File: src/rtl/jsched_pkg.sv
// package: constants and types shared by the job scheduler files
`timescale 1ns / 1ps
`default_nettype none
package jsched_pkg;
    localparam int QUEUE_DEPTH = 16;
    localparam int ID_BITS     = 8;
    localparam int TIME_BITS   = 16;
    localparam int PTR_BITS    = $clog2(QUEUE_DEPTH);
    localparam int CNT_BITS    = PTR_BITS + 1;
    localparam int ADDR_BITS   = 2;

    localparam logic [1:0] MODE_FIFO = 2'd0;
    localparam logic [1:0] MODE_SJF  = 2'd1;
    localparam logic [1:0] MODE_STCF = 2'd2;
    localparam logic [1:0] MODE_RR   = 2'd3;

    localparam logic FUNC_ARRIVAL = 1'b0;
    localparam logic FUNC_TICK    = 1'b1;

    localparam logic [ADDR_BITS-1:0] REG_POLICY_MODE = '0;

    typedef logic [ID_BITS-1:0]   id_t;
    typedef logic [TIME_BITS-1:0] time_t;
    typedef logic [PTR_BITS-1:0]  ptr_t;
    typedef logic [CNT_BITS-1:0]  cnt_t;

    typedef struct packed {
        id_t   id;
        time_t left;
    } entry_t;
endpackage
`default_nettype wire

File: src/rtl/jsched_if.sv
// channel interfaces: job/tick input and slot result output
`timescale 1ns / 1ps
`default_nettype none
interface jsched_in_if;
    logic                        valid;
    logic                        ready;
    logic                        func;
    logic [jsched_pkg::ID_BITS-1:0]   job_id;
    logic [jsched_pkg::TIME_BITS-1:0] duration;
    modport source (output valid, func, job_id, duration, input ready);
    modport sink   (input valid, func, job_id, duration, output ready);
endinterface

interface jsched_out_if;
    logic                           valid;
    logic                           ready;
    logic                           busy_res;
    logic [jsched_pkg::ID_BITS-1:0] running_id;
    logic [4:0]                     queue_count;
    logic                           arrival_lost;
    modport source (output valid, busy_res, running_id, queue_count, arrival_lost, input ready);
    modport sink   (input valid, busy_res, running_id, queue_count, arrival_lost, output ready);
endinterface
`default_nettype wire

File: src/rtl/jsched_qmem.sv
// ready queue storage: one write port, one read port with registered data
`timescale 1ns / 1ps
`default_nettype none
module jsched_qmem (
    input  wire logic                clk,
    input  wire logic                we,
    input  wire jsched_pkg::ptr_t    waddr,
    input  wire jsched_pkg::entry_t  wdata,
    input  wire jsched_pkg::ptr_t    raddr,
    output jsched_pkg::entry_t       rdata
);
    jsched_pkg::entry_t mem [jsched_pkg::QUEUE_DEPTH];

    always_ff @(posedge clk)
    begin
        if (we)
        begin
            mem[waddr] <= wdata;
        end
        rdata <= mem[raddr];
    end
endmodule
`default_nettype wire

File: src/rtl/job_scheduler_fifo_sjf_srtf_rr.sv
// job scheduler top level: control sequencer, run slot and configuration port
// an arrival goes into a free run slot, is dropped when the queue is full, is appended, or
// in SJF/STCF mode is inserted in order by a scan and a shift; the queue memory's single
// read port is walked one entry at a time
// one item is in work at a time; a finished result waits in the output register
// reset (rst_n low, asynchronous) empties run slot and queue, clears the lost flag and mode
`timescale 1ns / 1ps
`default_nettype none
module job_scheduler_fifo_sjf_srtf_rr (
    input  wire logic  clk,
    input  wire logic  rst_n,
    jsched_in_if.sink    in_ch,
    jsched_out_if.source out_ch,
    input  wire logic                                psel,
    input  wire logic                                penable,
    input  wire logic                                pwrite,
    input  wire logic [jsched_pkg::ADDR_BITS-1:0]    paddr,
    input  wire logic [31:0]                         pwdata,
    output logic      [31:0]                         prdata,
    output logic                                     pready
);
    localparam logic [3:0] S_IDLE    = 4'd0;
    localparam logic [3:0] S_TK_RD   = 4'd1;
    localparam logic [3:0] S_TK_PRE  = 4'd2;
    localparam logic [3:0] S_TK_RD2  = 4'd3;
    localparam logic [3:0] S_TK_MAIN = 4'd4;
    localparam logic [3:0] S_RR_RD   = 4'd5;
    localparam logic [3:0] S_RR_MAIN = 4'd6;
    localparam logic [3:0] S_SC_RD   = 4'd7;
    localparam logic [3:0] S_SC_CMP  = 4'd8;
    localparam logic [3:0] S_SH_RD   = 4'd9;
    localparam logic [3:0] S_SH_WR   = 4'd10;
    localparam logic [3:0] S_INS_WR  = 4'd11;
    localparam logic [3:0] S_EMIT    = 4'd12;

    localparam logic [1:0] RET_IDLE = 2'd0;
    localparam logic [1:0] RET_TICK = 2'd1;
    localparam logic [1:0] RET_EMIT = 2'd2;

    logic [3:0] state_reg, state_next;
    logic [1:0] ret_reg, ret_next;
    logic [1:0] mode_reg, mode_next;
    logic       rv_reg, rv_next;
    jsched_pkg::id_t   rj_reg, rj_next;
    jsched_pkg::time_t rl_reg, rl_next;
    jsched_pkg::ptr_t  head_reg, head_next;
    jsched_pkg::cnt_t  cnt_reg, cnt_next;
    logic       lost_reg, lost_next;
    jsched_pkg::entry_t ins_reg, ins_next;
    jsched_pkg::ptr_t  pos_reg, pos_next;
    jsched_pkg::ptr_t  k_reg, k_next;
    logic       busy_reg, busy_next;
    jsched_pkg::id_t   shown_reg, shown_next;
    logic       ov_reg, ov_next;
    logic       ob_reg, ob_next;
    jsched_pkg::id_t   oid_reg, oid_next;
    logic [4:0] ocnt_reg, ocnt_next;
    logic       olost_reg, olost_next;

    jsched_pkg::ptr_t   rd_idx, wr_idx;
    logic               we;
    jsched_pkg::entry_t wdata, hd;
    jsched_pkg::cnt_t   cnt_pop;
    logic               take, v1, busy1;
    jsched_pkg::id_t    j1;
    jsched_pkg::time_t  l1;
    logic               cfg_wr;

    jsched_qmem u_qmem (
        .clk   (clk),
        .we    (we),
        .waddr (head_reg + wr_idx),
        .wdata (wdata),
        .raddr (head_reg + rd_idx),
        .rdata (hd)
    );

    assign pready = 1'b1;
    assign prdata = {30'd0, mode_reg};
    assign cfg_wr = psel && penable && pwrite && (paddr == jsched_pkg::REG_POLICY_MODE);

    assign in_ch.ready         = (state_reg == S_IDLE);
    assign out_ch.valid        = ov_reg;
    assign out_ch.busy_res     = ob_reg;
    assign out_ch.running_id   = oid_reg;
    assign out_ch.queue_count  = ocnt_reg;
    assign out_ch.arrival_lost = olost_reg;

    assign cnt_pop = cnt_reg - jsched_pkg::cnt_t'(1);

    always_comb
    begin
        state_next = state_reg;
        ret_next   = ret_reg;
        mode_next  = cfg_wr ? pwdata[1:0] : mode_reg;
        rv_next    = rv_reg;
        rj_next    = rj_reg;
        rl_next    = rl_reg;
        head_next  = head_reg;
        cnt_next   = cnt_reg;
        lost_next  = lost_reg;
        ins_next   = ins_reg;
        pos_next   = pos_reg;
        k_next     = k_reg;
        busy_next  = busy_reg;
        shown_next = shown_reg;
        ov_next    = ov_reg && !out_ch.ready;
        ob_next    = ob_reg;
        oid_next   = oid_reg;
        ocnt_next  = ocnt_reg;
        olost_next = olost_reg;
        rd_idx     = '0;
        wr_idx     = pos_reg;
        we         = 1'b0;
        wdata      = ins_reg;
        take       = 1'b0;
        v1         = 1'b0;
        j1         = '0;
        l1         = '0;
        busy1      = 1'b0;

        unique case (state_reg)
            S_IDLE:
            begin
                if (in_ch.valid)
                begin
                    if (in_ch.func == jsched_pkg::FUNC_TICK)
                    begin
                        state_next = S_TK_RD;
                    end
                    else if (!rv_reg)
                    begin
                        rv_next = 1'b1;
                        rj_next = in_ch.job_id;
                        rl_next = in_ch.duration;
                    end
                    else if (cnt_reg < jsched_pkg::cnt_t'(jsched_pkg::QUEUE_DEPTH))
                    begin
                        ins_next = '{id: in_ch.job_id, left: in_ch.duration};
                        ret_next = RET_IDLE;
                        if ((mode_reg == jsched_pkg::MODE_SJF ||
                             mode_reg == jsched_pkg::MODE_STCF) && cnt_reg != '0)
                        begin
                            pos_next   = '0;
                            state_next = S_SC_RD;
                        end
                        else
                        begin
                            pos_next   = cnt_reg[jsched_pkg::PTR_BITS-1:0];
                            state_next = S_INS_WR;
                        end
                    end
                    else
                    begin
                        lost_next = 1'b1;
                    end
                end
            end
            S_TK_RD:
            begin
                state_next = S_TK_PRE;
            end
            S_TK_PRE:
            begin
                if (mode_reg == jsched_pkg::MODE_STCF && rv_reg && cnt_reg != '0 &&
                    hd.left < rl_reg)
                begin
                    // preempt: head runs, old run job goes back in order
                    rj_next   = hd.id;
                    rl_next   = hd.left;
                    head_next = head_reg + jsched_pkg::ptr_t'(1);
                    cnt_next  = cnt_pop;
                    ins_next  = '{id: rj_reg, left: rl_reg};
                    ret_next  = RET_TICK;
                    pos_next  = '0;
                    state_next = (cnt_pop != '0) ? S_SC_RD : S_INS_WR;
                end
                else
                begin
                    state_next = S_TK_MAIN;
                end
            end
            S_TK_RD2:
            begin
                state_next = S_TK_MAIN;
            end
            S_TK_MAIN:
            begin
                take = !rv_reg || rl_reg == '0;
                v1   = rv_reg;
                j1   = rj_reg;
                l1   = rl_reg;
                if (take)
                begin
                    if (cnt_reg != '0)
                    begin
                        v1        = 1'b1;
                        j1        = hd.id;
                        l1        = hd.left;
                        head_next = head_reg + jsched_pkg::ptr_t'(1);
                        cnt_next  = cnt_pop;
                    end
                    else
                    begin
                        v1 = 1'b0;
                        j1 = '0;
                        l1 = '0;
                    end
                end
                busy1      = v1 && l1 != '0;
                busy_next  = busy1;
                shown_next = busy1 ? j1 : '0;
                rv_next    = v1;
                rj_next    = j1;
                rl_next    = busy1 ? l1 - jsched_pkg::time_t'(1) : l1;
                state_next = (mode_reg == jsched_pkg::MODE_RR && v1) ? S_RR_RD : S_EMIT;
            end
            S_RR_RD:
            begin
                state_next = S_RR_MAIN;
            end
            S_RR_MAIN:
            begin
                if (busy_reg && rl_reg != '0)
                begin
                    if (cnt_reg != '0)
                    begin
                        rj_next    = hd.id;
                        rl_next    = hd.left;
                        head_next  = head_reg + jsched_pkg::ptr_t'(1);
                        cnt_next   = cnt_pop;
                        ins_next   = '{id: rj_reg, left: rl_reg};
                        ret_next   = RET_EMIT;
                        pos_next   = cnt_pop[jsched_pkg::PTR_BITS-1:0];
                        state_next = S_INS_WR;
                    end
                    else
                    begin
                        state_next = S_EMIT;
                    end
                end
                else
                begin
                    if (cnt_reg != '0)
                    begin
                        rv_next   = 1'b1;
                        rj_next   = hd.id;
                        rl_next   = hd.left;
                        head_next = head_reg + jsched_pkg::ptr_t'(1);
                        cnt_next  = cnt_pop;
                    end
                    else
                    begin
                        rv_next = 1'b0;
                        rj_next = '0;
                        rl_next = '0;
                    end
                    state_next = S_EMIT;
                end
            end
            S_SC_RD:
            begin
                rd_idx     = pos_reg;
                state_next = S_SC_CMP;
            end
            S_SC_CMP:
            begin
                // first entry with strictly more time left marks the slot
                if (hd.left > ins_reg.left)
                begin
                    k_next     = cnt_pop[jsched_pkg::PTR_BITS-1:0];
                    state_next = S_SH_RD;
                end
                else
                begin
                    pos_next = pos_reg + jsched_pkg::ptr_t'(1);
                    if ({1'b0, pos_reg} + jsched_pkg::cnt_t'(1) == cnt_reg)
                    begin
                        state_next = S_INS_WR;
                    end
                    else
                    begin
                        state_next = S_SC_RD;
                    end
                end
            end
            S_SH_RD:
            begin
                rd_idx     = k_reg;
                state_next = S_SH_WR;
            end
            S_SH_WR:
            begin
                we     = 1'b1;
                wr_idx = k_reg + jsched_pkg::ptr_t'(1);
                wdata  = hd;
                if (k_reg == pos_reg)
                begin
                    state_next = S_INS_WR;
                end
                else
                begin
                    k_next     = k_reg - jsched_pkg::ptr_t'(1);
                    state_next = S_SH_RD;
                end
            end
            S_INS_WR:
            begin
                we       = 1'b1;
                wr_idx   = pos_reg;
                wdata    = ins_reg;
                cnt_next = cnt_reg + jsched_pkg::cnt_t'(1);
                case (ret_reg)
                    RET_TICK: state_next = S_TK_RD2;
                    RET_EMIT: state_next = S_EMIT;
                    default:  state_next = S_IDLE;
                endcase
            end
            S_EMIT:
            begin
                if (!ov_reg || out_ch.ready)
                begin
                    ov_next    = 1'b1;
                    ob_next    = busy_reg;
                    oid_next   = shown_reg;
                    ocnt_next  = cnt_reg;
                    olost_next = lost_reg;
                    state_next = S_IDLE;
                end
            end
            default:
            begin
                state_next = S_IDLE;
            end
        endcase
    end

    always_ff @(posedge clk or negedge rst_n)
    begin
        if (!rst_n)
        begin
            state_reg <= S_IDLE;
            ret_reg   <= RET_IDLE;
            mode_reg  <= jsched_pkg::MODE_FIFO;
            rv_reg    <= 1'b0;
            rj_reg    <= '0;
            rl_reg    <= '0;
            head_reg  <= '0;
            cnt_reg   <= '0;
            lost_reg  <= 1'b0;
            ov_reg    <= 1'b0;
        end
        else
        begin
            state_reg <= state_next;
            ret_reg   <= ret_next;
            mode_reg  <= mode_next;
            rv_reg    <= rv_next;
            rj_reg    <= rj_next;
            rl_reg    <= rl_next;
            head_reg  <= head_next;
            cnt_reg   <= cnt_next;
            lost_reg  <= lost_next;
            ov_reg    <= ov_next;
        end
    end

    always_ff @(posedge clk)
    begin
        ins_reg   <= ins_next;
        pos_reg   <= pos_next;
        k_reg     <= k_next;
        busy_reg  <= busy_next;
        shown_reg <= shown_next;
        ob_reg    <= ob_next;
        oid_reg   <= oid_next;
        ocnt_reg  <= ocnt_next;
        olost_reg <= olost_next;
    end

`ifndef SYNTHESIS
    a_cnt_bound: assert property (@(posedge clk) disable iff (!rst_n)
        cnt_reg <= jsched_pkg::cnt_t'(jsched_pkg::QUEUE_DEPTH))
        else $error("ready queue count beyond depth");

    a_empty_run: assert property (@(posedge clk) disable iff (!rst_n)
        (state_reg == S_IDLE && !rv_reg) |-> cnt_reg == '0)
        else $error("jobs waiting while the run slot is empty");

    a_lost_sticky: assert property (@(posedge clk) disable iff (!rst_n)
        !$fell(lost_reg))
        else $error("lost flag cleared without reset");

    a_emit_load: assert property (@(posedge clk) disable iff (!rst_n)
        (state_reg == S_EMIT && state_next == S_IDLE) |=> ov_reg)
        else $error("tick result not loaded");
`endif
endmodule
`default_nettype wire

File: src/flat_wrapper.sv
// flat-port wrapper written by rule: the top's interface ports become plain ports
module job_scheduler_fifo_sjf_srtf_rr_flat 
  (clk, rst_n, psel, penable, pwrite, paddr, pwdata, prdata, pready, in_ch_valid, in_ch_func, in_ch_job_id, in_ch_duration, in_ch_ready, out_ch_valid, out_ch_busy_res, out_ch_running_id, out_ch_queue_count, out_ch_arrival_lost, out_ch_ready);
  jsched_in_if in_ch_i ();
  jsched_out_if out_ch_i ();
  input  wire logic clk;
  input  wire logic rst_n;
  input  wire logic psel;
  input  wire logic penable;
  input  wire logic pwrite;
  input  wire logic [jsched_pkg::ADDR_BITS-1:0] paddr;
  input  wire logic [31:0] pwdata;
  output logic      [31:0] prdata;
  output logic pready;
  input wire logic [$bits(in_ch_i.valid)-1:0] in_ch_valid;
  input wire logic [$bits(in_ch_i.func)-1:0] in_ch_func;
  input wire logic [$bits(in_ch_i.job_id)-1:0] in_ch_job_id;
  input wire logic [$bits(in_ch_i.duration)-1:0] in_ch_duration;
  output wire logic [$bits(in_ch_i.ready)-1:0] in_ch_ready;
  output wire logic [$bits(out_ch_i.valid)-1:0] out_ch_valid;
  output wire logic [$bits(out_ch_i.busy_res)-1:0] out_ch_busy_res;
  output wire logic [$bits(out_ch_i.running_id)-1:0] out_ch_running_id;
  output wire logic [$bits(out_ch_i.queue_count)-1:0] out_ch_queue_count;
  output wire logic [$bits(out_ch_i.arrival_lost)-1:0] out_ch_arrival_lost;
  input wire logic [$bits(out_ch_i.ready)-1:0] out_ch_ready;
  assign in_ch_i.valid = in_ch_valid;
  assign in_ch_i.func = in_ch_func;
  assign in_ch_i.job_id = in_ch_job_id;
  assign in_ch_i.duration = in_ch_duration;
  assign in_ch_ready = in_ch_i.ready;
  assign out_ch_valid = out_ch_i.valid;
  assign out_ch_busy_res = out_ch_i.busy_res;
  assign out_ch_running_id = out_ch_i.running_id;
  assign out_ch_queue_count = out_ch_i.queue_count;
  assign out_ch_arrival_lost = out_ch_i.arrival_lost;
  assign out_ch_i.ready = out_ch_ready;
  job_scheduler_fifo_sjf_srtf_rr u_core (.clk(clk), .rst_n(rst_n), .in_ch(in_ch_i), .out_ch(out_ch_i), .psel(psel), .penable(penable), .pwrite(pwrite), .paddr(paddr), .pwdata(pwdata), .prdata(prdata), .pready(pready));
endmodule
File: config.mk
export PLATFORM = sky130hd
export DESIGN_NAME = job_scheduler_fifo_sjf_srtf_rr_flat
export DESIGN_NICKNAME = d
export VERILOG_FILES = /design/src/rtl/jsched_pkg.sv /design/src/rtl/jsched_if.sv /design/src/rtl/jsched_qmem.sv /design/src/rtl/job_scheduler_fifo_sjf_srtf_rr.sv /design/src/flat_wrapper.sv
export SDC_FILE = /design/constraint.sdc
export NUM_CORES = 1
export LEC_CHECK = 0
export ABC_AREA = 0
export BUFFER_PORTS_ARGS = -buffer_cell sky130_fd_sc_hd__buf_4
export CAP_MARGIN = 20
export CORE_AREA = 2 2 193 195
export CTS_BUF_LIST = sky130_fd_sc_hd__clkbuf_2 sky130_fd_sc_hd__clkbuf_4 sky130_fd_sc_hd__clkbuf_8
export CTS_CLUSTER_DIAMETER = 100
export DETAILED_ROUTE_END_ITERATION = 8
export DIE_AREA = 0 0 195 197
export PLACE_DENSITY = 0.8
export REMOVE_ABC_BUFFERS = 1
export SLEW_MARGIN = 15
export SYNTH_ARGS = -nofsm -noshare
export SYNTH_HDL_FRONTEND = slang
export SYNTH_HIERARCHICAL = 1
export SYNTH_SLANG_ARGS = --single-unit
File: constraint.sdc
create_clock -name clk -period 6.6 [get_ports clk]
set_input_delay 0.33 -clock clk [delete_from_list [all_inputs] [get_ports clk]]
set_output_delay 0.33 -clock clk [all_outputs]
set_load 0.1 [all_outputs]
## Yosys cells after proc, flatten, opt, wreduce, memory -nomap -nowiden

Memories as Yosys holds them, arrays and structs flattened. A register that Yosys moved wholly into a read port is not among the register bits.
Index checks and enable logic that the tools add are counted.

| word-level totals | value |
|---|---|
| flip-flop bits (word level) | 100 |
| bits in writable memories | 384 |
| input port bits | 66 |
| output and inout port bits | 50 |
| logic and storage cells | 202 |
| memories kept | 1 |

Memories:

| memory | words | bits a word | rd ports | clocked after memory_dff | write ports | RTL line | RTL |
|---|---|---|---|---|---|---|---|
| u_core.u_qmem.mem | 16 | 24 | 1 | 1 | 1 | jsched_qmem.sv:12 | `jsched_pkg::entry_t mem [jsched_pkg::QUEUE_DEPTH];` |

| cells by class | value |
|---|---|
| $add $sub $neg | 10 |
| order comparisons | 3 |
| equal/unequal tests | 36 |
| muxes and demuxes | 88 |
| bitwise gates (word level) | 2 |
| reductions and logical operators | 42 |

Operators by type and width:

| cell | number |
|---|---|
| two-way mux 24 bit | 8 |
| two-way mux 16 bit | 10 |
| two-way mux 4 bit | 26 |
| one-hot mux 24 bit (3 select lines) | 1 |
| two-way mux 8 bit | 8 |
| one-hot mux 16 bit (4 select lines) | 1 |
| one-hot mux 4 bit (13 select lines) | 1 |
| one-hot mux 8 bit (4 select lines) | 1 |
| nonzero test 16 bit | 2 |
| one-hot mux 4 bit (2 select lines) | 3 |
| equality test 4 bit (second input constant) | 5 |
| one-hot mux 5 bit (4 select lines) | 1 |
| equality test 4 x 3 -> 1 bit (second input constant) | 4 |
| > comparator 16 bit | 1 |
| zero test 16 bit | 1 |
| less-than comparator 16 bit | 1 |
| two-way mux 2 bit | 8 |
| inequality test 2 x 1 -> 1 bit (second input constant) | 8 |
| one-hot mux 4 bit (4 select lines) | 1 |
| subtractor 16 x 1 -> 16 bit (second input constant) | 1 |
| two-way mux 5 bit | 3 |
| adder 4 x 1 -> 4 bit (second input constant) | 3 |
| inequality test 2 bit (second input constant) | 6 |
| one-hot mux 4 bit (3 select lines) | 1 |
| other kinds (36) | 76 |

## Logic depth before layout (Yosys ltp)

| depth | value |
|---|---|
| word-level depth | 9 |
| gate-level depth with buffers | 16 |
| depth with buffers taken out | 13 |

## Cells and area by module

The synthesis kept the hierarchy.

Modules (own cells, without submodules):

| module | times used | cells each | area an instance (µm²) | seq. area each (µm²) |
|---|---|---|---|---|
| jsched_qmem | 1 | 636 | 14,930.6 | 12,011.5 |
| job_scheduler_fifo_sjf_srtf_rr | 1 | 832 | 7,410.9 | 2,782.7 |

## Worst setup path before layout

OpenSTA, ideal clock, no wires.

| timing | value |
|---|---|
| kind | flip-flop to flip-flop |
| start point | register u_core.state_reg[0] |
| end point | register u_core/ins_reg[0] (netlist name) (enable) |
| library setup time | 0.432 ns |
| arrival time | 4.888 ns |
| data required time | 6.168 ns |
| slack | 1.279 ns |
| stages on the path, launching flop included | 6 |
| path through | dfrtp_1 -> clkbuf_1 -> nor4_1 -> o21ai_0 -> nand3_1 -> a21oi_1 |

| on the way | value |
|---|---|
| word-level cells in the longest chain between the ends | 3 |

Ends and longest elaborated chain:

| element | RTL line | RTL |
|---|---|---|
| start, declared | job_scheduler_fifo_sjf_srtf_rr.sv:40 | `logic [3:0] state_reg, state_next;` |
| start signal, assigned | job_scheduler_fifo_sjf_srtf_rr.sv:355 | `state_reg <= state_next;` |
| zero test 4 bit * | - |  |
| named net in_ch_ready | flat_wrapper.sv:19 | `output wire logic [$bits(in_ch_i.ready)-1:0] in_ch_ready;` |
| inequality test 2 x 1 -> 1 bit (no source line) (tied with other cells) | - |  |
| AND reduction 8 bit (no source line) * | - |  |
| end signal, assigned | job_scheduler_fifo_sjf_srtf_rr.sv:370 | `ins_reg <= ins_next;` |
| end, declared | job_scheduler_fifo_sjf_srtf_rr.sv:49 | `jsched_pkg::entry_t ins_reg, ins_next;` |

Mark *: on every way through the listed nets, which the timed path passes. The rest lies on a longest branch.
A chain may end at the register's enable or synchronous reset.

## Worst setup path after layout

| timing | value |
|---|---|
| start point | register u_core.state_reg[1] |
| end point | memory u_core/u_qmem/mem[9][0] (netlist name) (enable) |

| on the way | value |
|---|---|
| word-level cells in the longest chain between the ends | 5 |

Ends and longest elaborated chain:

| element | RTL line |
|---|---|
| branches (longest 5 deep; another with adder 4 bit) | - |
| end, declared | jsched_qmem.sv:12 |

Several ways; the timed one is not identified.

==> impl_metrics.tcl <==
set metrics [dict create \
    grt_use_total 0.2969 \
    startpoint_type "flip-flop" \
    combPwrFrac 0.387 \
    p_sw_w 0.004715 \
    synth_largest_area_cell "edfxtp_1" \
    pin_count 116 \
    p_int_w 0.007776 \
    hold_path.class "input port to flip-flop" \
    grt_pass1_vias 13900 \
    netlist_top_cells_area "edfxtp_1, mux4_2, dfrtp_1, ha_1, nand2_1" \
    grt_first_pass_wirelength_um 83920 \
    r2r_start "u_core/state_reg[1]$_DFFE_PN0P_" \
    ir_drop_mv 0.2935 \
    place_hpwl_um 32010 \
    synthArstFlopShare 0.08661 \
    root_buffer "clkbuf_8" \
    avgSynthCellArea_sq_um 15.22 \
    path_max_fanout 24 \
    largest_register_ffs 384 \
    antenna_found_initial 0 \
    outcome "finished clean" \
    fin_nets 1703 \
    initial_utilization 0.6161 \
    vias_per_cell 6.594 \
    critical_path.endpoint_type "flip-flop" \
    layout_commonest_cell "edfxtp_1" \
    synth_edf_count 440 \
    die-area_sq_mm 0.03842 \
    critPathArrivalTime_ps 4960 \
    synth_area_sq_mm 0.02234 \
    postCtsSetupRepairBufs 0 \
    wl_um 55960 \
    timing.rr.end "u_core/u_qmem/mem[9][0]$_DFFE_PP_" \
    dieHeight_um 197 \
    fin_tns_setup_ps 0 \
    swShare 0.3774 \
    rows 70 \
    gp_congestion 0.9334 \
    crit_start "u_core/state_reg[1]$_DFFE_PN0P_" \
    p_leak_nw 8.919 \
    syn-instance-count 1468 \
    crit_path_end "u_core/u_qmem/mem[9][0]$_DFFE_PP_" \
    ant_nets 0 \
    ys_seq_area_frac 0.6622 \
    cts_tree "done" \
    finalClockSkew_ps 21.25 \
    yosys.cell_types.count 76 \
    diodes 0 \
    synth_ff_type "edfxtp_1" \
    syn2layout_area_growth_pct 12.93 \
    tightest_slew_ps 1111 \
    multi_input_area_sq_mm 0.006989 \
    path_cells "inv_1 > or3_1 > buf_4 > nand2_1 > nand2_1 > ha_1 > a21o_1 > a21oi_1 > xnor2_1 > xnor2_1 > nand3b_1 > nor2_2 > buf_4" \
    fmax_mhz 213.3 \
    cpPeakStageDelay_ps 790 \
    critical_path_class "flip-flop to flip-flop" \
    firstDrtPassIters 6 \
    grt.overflow.total 0 \
    r2r_slack_ps 1910 \
    core_area_sq_mm 0.03626 \
    nFillCells 2342 \
    grt_setup_unrepaired "false" \
    drive_gt1_frac 0.2314 \
    slew_viol_final 0 \
    layout_common_cells "edfxtp_1, nand2_1, buf_4" \
    die_w_um 195 \
    pwr-share-seq 0.395 \
    vias 13970 \
    wl_per_cell_um 26.41 \
    cap_violations 0 \
    clkLatencyLatePin_ps 640 \
    synth_top_cell_area_share 0.5914 \
    powerDensity_mw_per_mm2 495.1 \
    seq_area_sq_mm 0.01479 \
    h-tree-depth 3 \
    path_clk_slew_ps 60 \
    synth-seq-cells 508 \
    p_clk_frac 0.218 \
    yosys_warnings 6 \
    cts_buffers 78 \
    worstRegToRegCells 13 \
    finalHoldViolations 0 \
    post-route-min-period_ps 4688 \
    stdcell_count 2119 \
    grt_max_degree 97 \
    slowest_stage "dfrtp_1" \
    setup_violations 0 \
    io_buffers 54 \
    placedCellCount 1952 \
    drc 0 \
    crit_required_ps 6870 \
    clkSinkCount 508 \
    slew_headroom 0.2525 \
    period_share 0.7103 \
    clk_path_buf_depth 3 \
    drt_iter0_drc 1762 \
]
[final cells by class]
| type | instances | area share |
|---|---|---|
| sequential | 508 | 0.5864 |
| inverter | 52 | 0.007786 |
| multi-input combinational | 823 | 0.2770 |
| timing repair buffer | 124 | 0.03997 |
| clock buffer | 117 | 0.05664 |
| tap | 468 | 0.02321 |
| clock inverter | 27 | 0.008976 |
[stage by stage]
step	hold slack [ps]	cell area, sq um	power [W]	util	worst slack, ps
detailed placement	405.2	23340	0.009713	0.6436	2016
global route	38.74	25230	0.01311	0.6958	1622
finish	39.46	25230	0.01249	0.6958	1912
floorplan	34.41	21850	0.008299	-	220.2
global placement	402.5	23320	0.009508	0.6432	2146
CTS	7.475	25220	0.01245	0.6956	1991
[power groups by stage]
stage / clock network (W) / registers, W / logic (W)
2_1_floorplan: 0 / 0.00491 / 0.00339
3_3_place_gp: 0 / 0.00494 / 0.00457
3_5_place_dp: 0 / 0.00497 / 0.00475
4_1_cts: 0.00277 / 0.00490 / 0.00478
5_1_grt: 0.00290 / 0.00498 / 0.00523
6_report: 0.00273 / 0.00493 / 0.00483
[how the worst min path moves through the flow]
stage                                      startpoint                               endpoint  slack (ps)  depth (start not counted)
finish                              in_ch_duration[9]           u_core/rl_reg[9]$_DFFE_PN0P_          40                          3
global route                          in_ch_job_id[6]           u_core/ins_reg[22]$_DFFE_PP_          40                          2
CTS                                 in_ch_duration[9]            u_core/ins_reg[9]$_DFFE_PP_           7                          3
detailed placement  u_core/shown_reg[7]$_SDFFCE_PN0P_  u_core/out_ch.running_id[7]$_DFFE_PP_         410                          0
global placement    u_core/shown_reg[2]$_SDFFCE_PN0P_  u_core/out_ch.running_id[2]$_DFFE_PP_         400                          0
floorplan                                       rst_n          u_core/cnt_reg[0]$_DFFE_PN0P_          30                          0
[critical path, delay by kind of cell, from the launching register on]
| kind | cells | cell delay, ps |
|---|---|---|
| AO/OA/AOI/OAI | 2 | 330 |
| XOR/XNOR | 2 | 380 |
| adder cells (fa/ha/maj) | 1 | 280 |
| buffers and inverters | 3 | 1090 |
| flip-flops | 1 | 790 |
| AND/OR/NAND/NOR | 5 | 1430 |
[synthesized netlist by cell type (11+ instances only)]
cell type / n
a21o_1: 12
a22o_1: 11
dfxtp_1: 24
clkbuf_1: 60
o21ai_0: 72
edfxtp_1: 440
nand3_1: 18
nor2_1: 52
buf_4: 31
a31oi_1: 12
xnor2_1: 19
dfrtp_1: 44
mux4_2: 96
o22ai_1: 12
nand2_1: 134
mux2_2: 11
a22oi_1: 62
nor3_1: 17
inv_1: 52
xor2_1: 19
nand4_1: 12
nor4_1: 16
ha_1: 48
buf_2: 13
a21oi_1: 38
[kinds of logic after synthesis]
logic type,synth area share
AND/OR/NAND/NOR,0.06244
AO/OA/AOI/OAI,0.09230
other,0.0003361
multiplexers,0.1037
XOR/XNOR,0.01490
flip-flops,0.6622
adder cells (fa/ha/maj),0.02867
buffers and inverters,0.03551
[per-layer routing]
layer / global-route usage / share of wire / vias up / routed length, um
met3: 0.05219 / 0.11 / 169 / 5889
met5: 0 / 0 / - / 0
li1: - / - / 5958 / -
met1: 0.4089 / 0.38 / 6924 / 21240
met2: 0.4667 / 0.47 / 922 / 26370
met4: 0.1448 / 0.044 / 0 / 2459
[what timing repair did]
action                                 in CTS  in global routing
gates resized for setup                     0                  0
setup endpoints to repair                   0                  0
hold buffers                               23                  0
endpoints found under the hold margin      70                  0
No activity file was read; power rests on OpenSTA's default activity.
